--- config.mk ---
export PLATFORM = sky130hd
export DESIGN_NAME = dna_codon_translator_top
export DESIGN_NICKNAME = d
export VERILOG_FILES = /design/src/rtl/dct_pkg.sv /design/src/rtl/dct_framer.sv /design/src/rtl/dct_lookup.sv /design/src/rtl/dct_top.sv
export SDC_FILE = /design/constraint.sdc
export NUM_CORES = 1
export LEC_CHECK = 0
export BUFFER_PORTS_ARGS = -buffer_cell sky130_fd_sc_hd__buf_2
export CAP_MARGIN = 0
export CORE_ASPECT_RATIO = 2
export CORE_UTILIZATION = 55
export CTS_CLUSTER_SIZE = 10
export DETAILED_ROUTE_END_ITERATION = 7
export GPL_ROUTABILITY_DRIVEN = 0
export PLACE_DENSITY = 0.75
export REMOVE_ABC_BUFFERS = 1
export SLEW_MARGIN = 20
export SYNTH_ARGS = -nofsm -noshare
export SYNTH_HDL_FRONTEND = slang
export SYNTH_SLANG_ARGS = --single-unit
export TNS_END_PERCENT = 1
--- constraint.sdc ---
create_clock -name clk_i -period 4.4 [get_ports clk_i]
set_clock_uncertainty 0.15 [all_clocks]
set_input_delay 0.88 -clock clk_i [delete_from_list [all_inputs] [get_ports clk_i]]
set_output_delay 0.88 -clock clk_i [all_outputs]
set_load 0.01 [all_outputs]
--- src/rtl/dct_pkg.sv ---
`timescale 1ns / 1ps
// ----------------------------------------------------------------------------
// dct_pkg: shared types and codon table for the codon translator
// Holds the codon request type and the standard genetic code lookup,
// including the IUPAC ambiguity codons that use N, R, Y and H.
// ----------------------------------------------------------------------------
package dct_pkg;

  localparam int unsigned CharW = 8;
  localparam int unsigned CountW = 2;

  localparam logic [CharW-1:0] STOP_CHAR = 8'h2A;

  typedef struct packed {
    logic [CharW-1:0] b0;
    logic [CharW-1:0] b1;
    logic [CharW-1:0] b2;
    logic             last;
  } codon_t;

  function automatic logic [CharW-1:0] lookup_codon(input logic [3*CharW-1:0] codon);
    logic [CharW-1:0] aa;
    case (codon)
      "ACA", "ACG", "ACT", "ACC", "ACN": aa = "T";
      "GAA", "GAG", "GAR": aa = "E";
      "CTG", "CTA", "CTT", "CTN", "CTC", "TTG", "YTR", "TTA", "TTR": aa = "L";
      "TGY", "TGC", "TGT": aa = "C";
      "GGY", "GGG", "GGN", "GGT", "GGR", "GGA", "GGC": aa = "G";
      "AGY", "TCT", "AGC", "TCG", "TCC", "AGT", "TCA", "TCN": aa = "S";
      "TTC", "TTY", "TTT": aa = "F";
      "GCG", "GCC", "GCR", "GCN", "GCT", "GCY", "GCA": aa = "A";
      "GAT", "GAC", "GAY": aa = "D";
      "TAT", "TAC", "TAY": aa = "Y";
      "CGT", "AGA", "CGC", "CGA", "CGG", "AGG", "CGN": aa = "R";
      "TAA", "TAR", "TAG", "TGA": aa = STOP_CHAR;
      "CAC", "CAY", "CAT": aa = "H";
      "ATG": aa = "M";
      "GTR", "GTY", "GTA", "GTN", "GTG", "GTT", "GTC": aa = "V";
      "CAR", "CAG", "CAA": aa = "Q";
      "ATC", "ATT", "ATA", "ATH": aa = "I";
      "CCR", "CCY", "CCT", "CCG", "CCC", "CCN", "CCA": aa = "P";
      "AAR", "AAA", "AAG": aa = "K";
      "TGG": aa = "W";
      "AAC", "AAY", "AAT": aa = "N";
      default: aa = STOP_CHAR;
    endcase
    return aa;
  endfunction

endpackage

--- src/rtl/dct_framer.sv ---
`timescale 1ns / 1ps
// ----------------------------------------------------------------------------
// dct_framer: frame offset skip and codon assembly
// Counts skipped bases, holds the first two bases of a codon and registers
// each completed codon as a request for the lookup stage.
// ----------------------------------------------------------------------------
module dct_framer
  import dct_pkg::*;
(
  input  logic             clk_i,
  input  logic             rst_ni,
  input  logic             cfg_we_i,
  input  logic [1:0]       cfg_wdata_i,
  input  logic             accept_i,
  input  logic [CharW-1:0] base_char_i,
  input  logic             last_base_i,
  input  logic             advance_i,
  output logic             codon_valid_o,
  output codon_t           codon_o
);

  logic [CountW-1:0] offset_q;
  logic [CountW-1:0] skipped_q, skipped_d;
  logic [CountW-1:0] fill_q, fill_d;
  logic [CharW-1:0]  held_q [2];
  logic              hold_we;
  logic              complete;
  logic              codon_valid_q, codon_valid_d;
  codon_t            codon_q;

  always_comb begin
    skipped_d = skipped_q;
    fill_d    = fill_q;
    hold_we   = 1'b0;
    complete  = 1'b0;
    if (accept_i) begin
      if (skipped_q < offset_q) begin
        skipped_d = skipped_q + 2'd1;
      end else if (fill_q < 2'd2) begin
        hold_we = 1'b1;
        fill_d  = fill_q + 2'd1;
      end else begin
        complete = 1'b1;
        fill_d   = '0;
      end
      if (last_base_i) begin
        skipped_d = '0;
        fill_d    = '0;
      end
    end
  end

  always_comb begin
    codon_valid_d = codon_valid_q;
    if (advance_i) begin
      codon_valid_d = 1'b0;
    end
    if (complete) begin
      codon_valid_d = 1'b1;
    end
  end

  always_ff @(posedge clk_i or negedge rst_ni) begin
    if (!rst_ni) begin
      offset_q      <= '0;
      skipped_q     <= '0;
      fill_q        <= '0;
      codon_valid_q <= 1'b0;
    end else begin
      if (cfg_we_i) begin
        offset_q <= cfg_wdata_i;
      end
      skipped_q     <= skipped_d;
      fill_q        <= fill_d;
      codon_valid_q <= codon_valid_d;
    end
  end

  always_ff @(posedge clk_i) begin
    if (hold_we) begin
      held_q[fill_q[0]] <= base_char_i;
    end
    if (complete) begin
      codon_q <= '{b0: held_q[0], b1: held_q[1], b2: base_char_i, last: last_base_i};
    end
  end

  assign codon_valid_o = codon_valid_q;
  assign codon_o       = codon_q;

endmodule

--- src/rtl/dct_lookup.sv ---
`timescale 1ns / 1ps
// ----------------------------------------------------------------------------
// dct_lookup: codon table lookup and result register
// Translates the pending codon request and holds the amino acid until the
// downstream side takes it.
// ----------------------------------------------------------------------------
module dct_lookup
  import dct_pkg::*;
(
  input  logic             clk_i,
  input  logic             rst_ni,
  input  logic             codon_valid_i,
  input  codon_t           codon_i,
  output logic             advance_o,
  output logic             valid_o,
  input  logic             stall_i,
  output logic [CharW-1:0] amino_char_o,
  output logic             ends_transcript_o
);

  logic             valid_q, valid_d;
  logic [CharW-1:0] amino_q;
  logic             ends_q;
  logic             out_free;

  assign out_free  = !valid_q || !stall_i;
  assign advance_o = codon_valid_i && out_free;

  always_comb begin
    valid_d = valid_q;
    if (out_free) begin
      valid_d = codon_valid_i;
    end
  end

  always_ff @(posedge clk_i or negedge rst_ni) begin
    if (!rst_ni) begin
      valid_q <= 1'b0;
    end else begin
      valid_q <= valid_d;
    end
  end

  always_ff @(posedge clk_i) begin
    if (advance_o) begin
      amino_q <= lookup_codon({codon_i.b0, codon_i.b1, codon_i.b2});
      ends_q  <= codon_i.last;
    end
  end

  assign valid_o           = valid_q;
  assign amino_char_o      = amino_q;
  assign ends_transcript_o = ends_q;

endmodule

--- src/rtl/dct_top.sv ---
`timescale 1ns / 1ps
// ----------------------------------------------------------------------------
// dna_codon_translator_top: streaming DNA codon to amino acid translator
// Takes one ASCII base per request and emits one amino acid per codon.
// ----------------------------------------------------------------------------
// Accepts one base every cycle unless stall_o is high. A base that completes a
// codon is registered, looked up in the constant genetic code table, and moves
// into the output register once that register is free or being drained. Input
// stalls only when both the codon register and the output register are full
// and the output is stalled.
// frame_offset leading bases of each transcript are skipped; a trailing
// partial codon is dropped.
module dna_codon_translator_top
  import dct_pkg::*;
(
  input  logic             clk_i,
  input  logic             rst_ni,
  input  logic             cfg_we_i,
  input  logic [1:0]       cfg_wdata_i,
  input  logic             valid_i,
  output logic             stall_o,
  input  logic [CharW-1:0] base_char_i,
  input  logic             last_base_i,
  output logic             valid_o,
  input  logic             stall_i,
  output logic [CharW-1:0] amino_char_o,
  output logic             ends_transcript_o
);

  logic   accept;
  logic   advance;
  logic   codon_valid;
  codon_t codon;

  assign stall_o = codon_valid && !advance;
  assign accept  = valid_i && !stall_o;

  dct_framer u_framer (
    .clk_i         (clk_i),
    .rst_ni        (rst_ni),
    .cfg_we_i      (cfg_we_i),
    .cfg_wdata_i   (cfg_wdata_i),
    .accept_i      (accept),
    .base_char_i   (base_char_i),
    .last_base_i   (last_base_i),
    .advance_i     (advance),
    .codon_valid_o (codon_valid),
    .codon_o       (codon)
  );

  dct_lookup u_lookup (
    .clk_i             (clk_i),
    .rst_ni            (rst_ni),
    .codon_valid_i     (codon_valid),
    .codon_i           (codon),
    .advance_o         (advance),
    .valid_o           (valid_o),
    .stall_i           (stall_i),
    .amino_char_o      (amino_char_o),
    .ends_transcript_o (ends_transcript_o)
  );

`ifndef ASSERT_OFF
  a_stall_needs_codon: assert property (@(posedge clk_i) disable iff (!rst_ni)
    stall_o |-> (codon_valid && valid_o && stall_i))
    else $error("input stalled without a blocked codon");

  a_advance_fills_out: assert property (@(posedge clk_i) disable iff (!rst_ni)
    advance |=> valid_o)
    else $error("advanced codon did not reach output");

  a_drain_empties_out: assert property (@(posedge clk_i) disable iff (!rst_ni)
    (valid_o && !stall_i && !codon_valid) |=> !valid_o)
    else $error("result repeated after being taken");
`endif

endmodule
==> impl_metrics.csv <==
group,metric,value,unit
clock_tree,cts_buffers,9,
layout,fillCellCount,348,
critical_path,cpPeakStageDelay,0.61,ns
global_route,grt_pass1_vias,1899,
yosys,synth_area_leaders,"edfxtp_1 55%, dfrtp_1 7.4%, nand2_1 2.4%",
yosys,synthTopCellsByCount,"49 x edfxtp_1, 17 x nand2_1, 9 x a21oi_1",
critical_path,path_max_fanout,6,
routing,vias,1919,
timing,period_share,62.04,%
critical_path,cp.arrival,2.62,ns
global_route,met2_usage,46.85,%
yosys,ys_ff_latch,57,
timing,rsz0062_at_grt,"false",
yosys,synth.most_common_cell,"edfxtp_1",
floorplan,core_area,0.004642,mm²
place,hpwl,4501,µm
global_route,grt_pass1_wl,9315,µm
critical_path,required,4.29,ns
clock_tree,clock-sinks,57,
yosys,synthFlopType,"edfxtp_1",
timing,worst_slew_pin_slew,0.9250,ns
yosys,ys_seq_area_share,62.17,%
routing,drtPass1Iterations,4,
floorplan,die_h,100.9,µm
routing,antenna_left,0,
timing,fin_ws,1.670,ns
clock_tree,h-tree-depth,3,
floorplan,pin_count,27,
layout,post-route-util,67.41,%
yosys,synth_edf_count,49,
power,p_leak,1.093,nW
routing,wl_per_cell,19.77,µm
clock_tree,clock_path_buffers,2,
floorplan,dieArea,0.005189,mm²
yosys,yosysUniqueCellTypes,68,
place,placedInstanceArea,0.002885,mm²
yosys,syn_avg_cell_area,13.05,µm²
layout,diodes,0,
critical_path,cp_cell_sequence,"or4b_1 -> nor3_2 -> o2111a_1 -> a31oi_1 -> nand4b_1 -> o311ai_1",
routing,drt_wl_total,5932,µm
power,power.total,1.441,mW
power,p_per_area,460.5,mW/mm²
clock_tree,cts_tree,"done",
timing,finalHoldViolations,0,
yosys,yosysWarningCount,0,
yosys,yosysTopAreaCell,"edfxtp_1",
critical_path,timing.rr.start,"u_framer.codon_o[10]",
layout,multiInputGateArea,989.7,µm²
floorplan,start_util,57.92,%
clock_tree,cts-resized-gates,0,
critical_path,cpMaxStageDelayCell,"or4b_1",
global_route,overflow,0,
timing,slew_headroom,38.17,%
clock_tree,clock_latency,0.33,ns
power,ir_drop,0.4324,mV
layout,layout-drive-gt1-share,24.49,%
global_route,top_usage_layer,"met2",
layout,ff_latch_area,0.001672,mm²
place,pre_cts_ws,1.574,ns
critical_path,startpoint_type,"flop",
yosys,synthArstFlopShare,14.04,%
timing,fin_crit,2.730,ns
run_status,outcome,"completed",
critical_path,worst_setup_path_end_kind,"flop",
floorplan,die_w,51.44,µm
run,drv_cap,0,
clock_tree,holdBufCountCts,0,
routing,vias_per_cell,6.397,
timing,tns,0,ns
critical_path,reg2regPathDepth,6,
routing,drc,0,
timing,maxSlewViolCount,0,
global_route,grt_use_total,26.00,%
critical_path,r2r_end,"u_lookup.amino_char_o[1]",
clock_tree,clk_pin_slew,0.06,ns
routing,drt_iter0_drc,53,
clock_tree,clock-root-buffer,"clkbuf_8",
layout,nNetsFinal,257,
critical_path,ff2ff_setup_slack,1.67,ns
global_route,gr-usage-met3,5.430,%
layout,fin_area,0.003129,mm²
global_route,grt_use_met1,23.54,%
yosys,synth_top_area_share,54.72,%
layout,syn_to_final_growth,16.38,%
timing,setup_viol,0,
place,portBuffers,25,
hold_path,hold_class,"in2async",
global_route,antenna_found_initial,0,
yosys,synth_cells,206,
timing,fmax,366.3,MHz
clock_tree,post-cts-setup-buffer-count,0,
critical_path,crit_type,"reg2reg",
yosys,syn-cell-area,0.002689,mm²
floorplan,rows,35,
global_route,grt_start_max_net_pins,27,
[registers in the layout, indices dropped and copies added (netlist names)]
register,cells
u_framer.codon_o,25
u_framer.held_q,16
u_lookup.valid_o,1
u_framer.fill_q,2
u_lookup.ends_transcript_o,1
u_framer.skipped_q,2
u_framer.codon_valid_o,1
u_lookup.amino_char_o,7
u_framer.offset_q,2
[critical path, delay by kind of cell (launching register included)]
kind	cells	cell delay, ns
compound gates	3	0.59
flops	1	0.45
simple gates	3	1.25
[worst max-delay path by stage]
stage | startpoint | to | cells after the start
after detailed placement | stall_i | u_framer.held_q[1][2] | 4
after CTS | u_framer.codon_o[10] | u_lookup.amino_char_o[1] | 6
final | u_framer.codon_o[10] | u_lookup.amino_char_o[1] | 6
after floorplan | stall_i | u_framer.codon_o[0] | 3
after global routing | u_framer.codon_o[20] | u_lookup.amino_char_o[1] | 5
after global placement | stall_i | u_framer.held_q[1][0] | 4
[cells by family after synthesis]
logic type | Yosys count | share of synthesized area (%)
compound gates | 50 | 13.77
buf+inv | 8 | 1.442
fa+ha+maj | 1 | 0.4653
flops | 57 | 62.17
other cells | 1 | 0.1395
xor+xnor | 1 | 0.3258
simple gates | 87 | 21.27
mux | 1 | 0.4188
[cells in the final DEF, fill, tap and decap left out, types with 3 or more instances in the layout]
cell and count:
a21oi_1 9, a31oi_1 6, and2_1 3, and3_1 4
buf_2 25, bufinv_16 3, clkbuf_8 10, dfrtp_1 8
edfxtp_1 49, inv_1 4, nand2_1 17, nand2b_1 6
nand3_1 6, nor2_1 4, nor2b_1 3, nor3_1 3
nor3b_1 5, nor4_1 6, nor4bb_1 3, o21ai_0 7
[through the flow]
step	cells	hold WS (ns)
after floorplan	202	0.2503
after global placement	284	0.2509
after detailed placement	284	0.2552
after CTS	300	0.2199
after global routing	300	0.2350
final	300	0.2307
[where the power goes]
| part | internal [mW] | switching, mW |
|---|---|---|
| combinational | 0.0563 | 0.0900 |
| clock | 0.391 | 0.195 |
| sequential | 0.666 | 0.0428 |
| total | 1.11 | 0.328 |
[layout make-up]
cell class	instances	share of cell area (%)
Multi-Input combinational cell	141	31.63
Sequential cell	57	53.42
Clock inverter	5	3.279
Tap cell	55	2.199
Timing Repair Buffer	27	4.478
Clock buffer	11	4.518
Inverter	4	0.4798
[routing by layer]
| layer | share of wire (%) | vias up |
|---|---|---|
| met5 | 0 | - |
| met4 | 7.4 | 0 |
| met3 | 3.7 | 31 |
| met2 | 57 | 70 |
| met1 | 32 | 921 |
| li1 | - | 897 |
(Power assumes the default switching activity.)
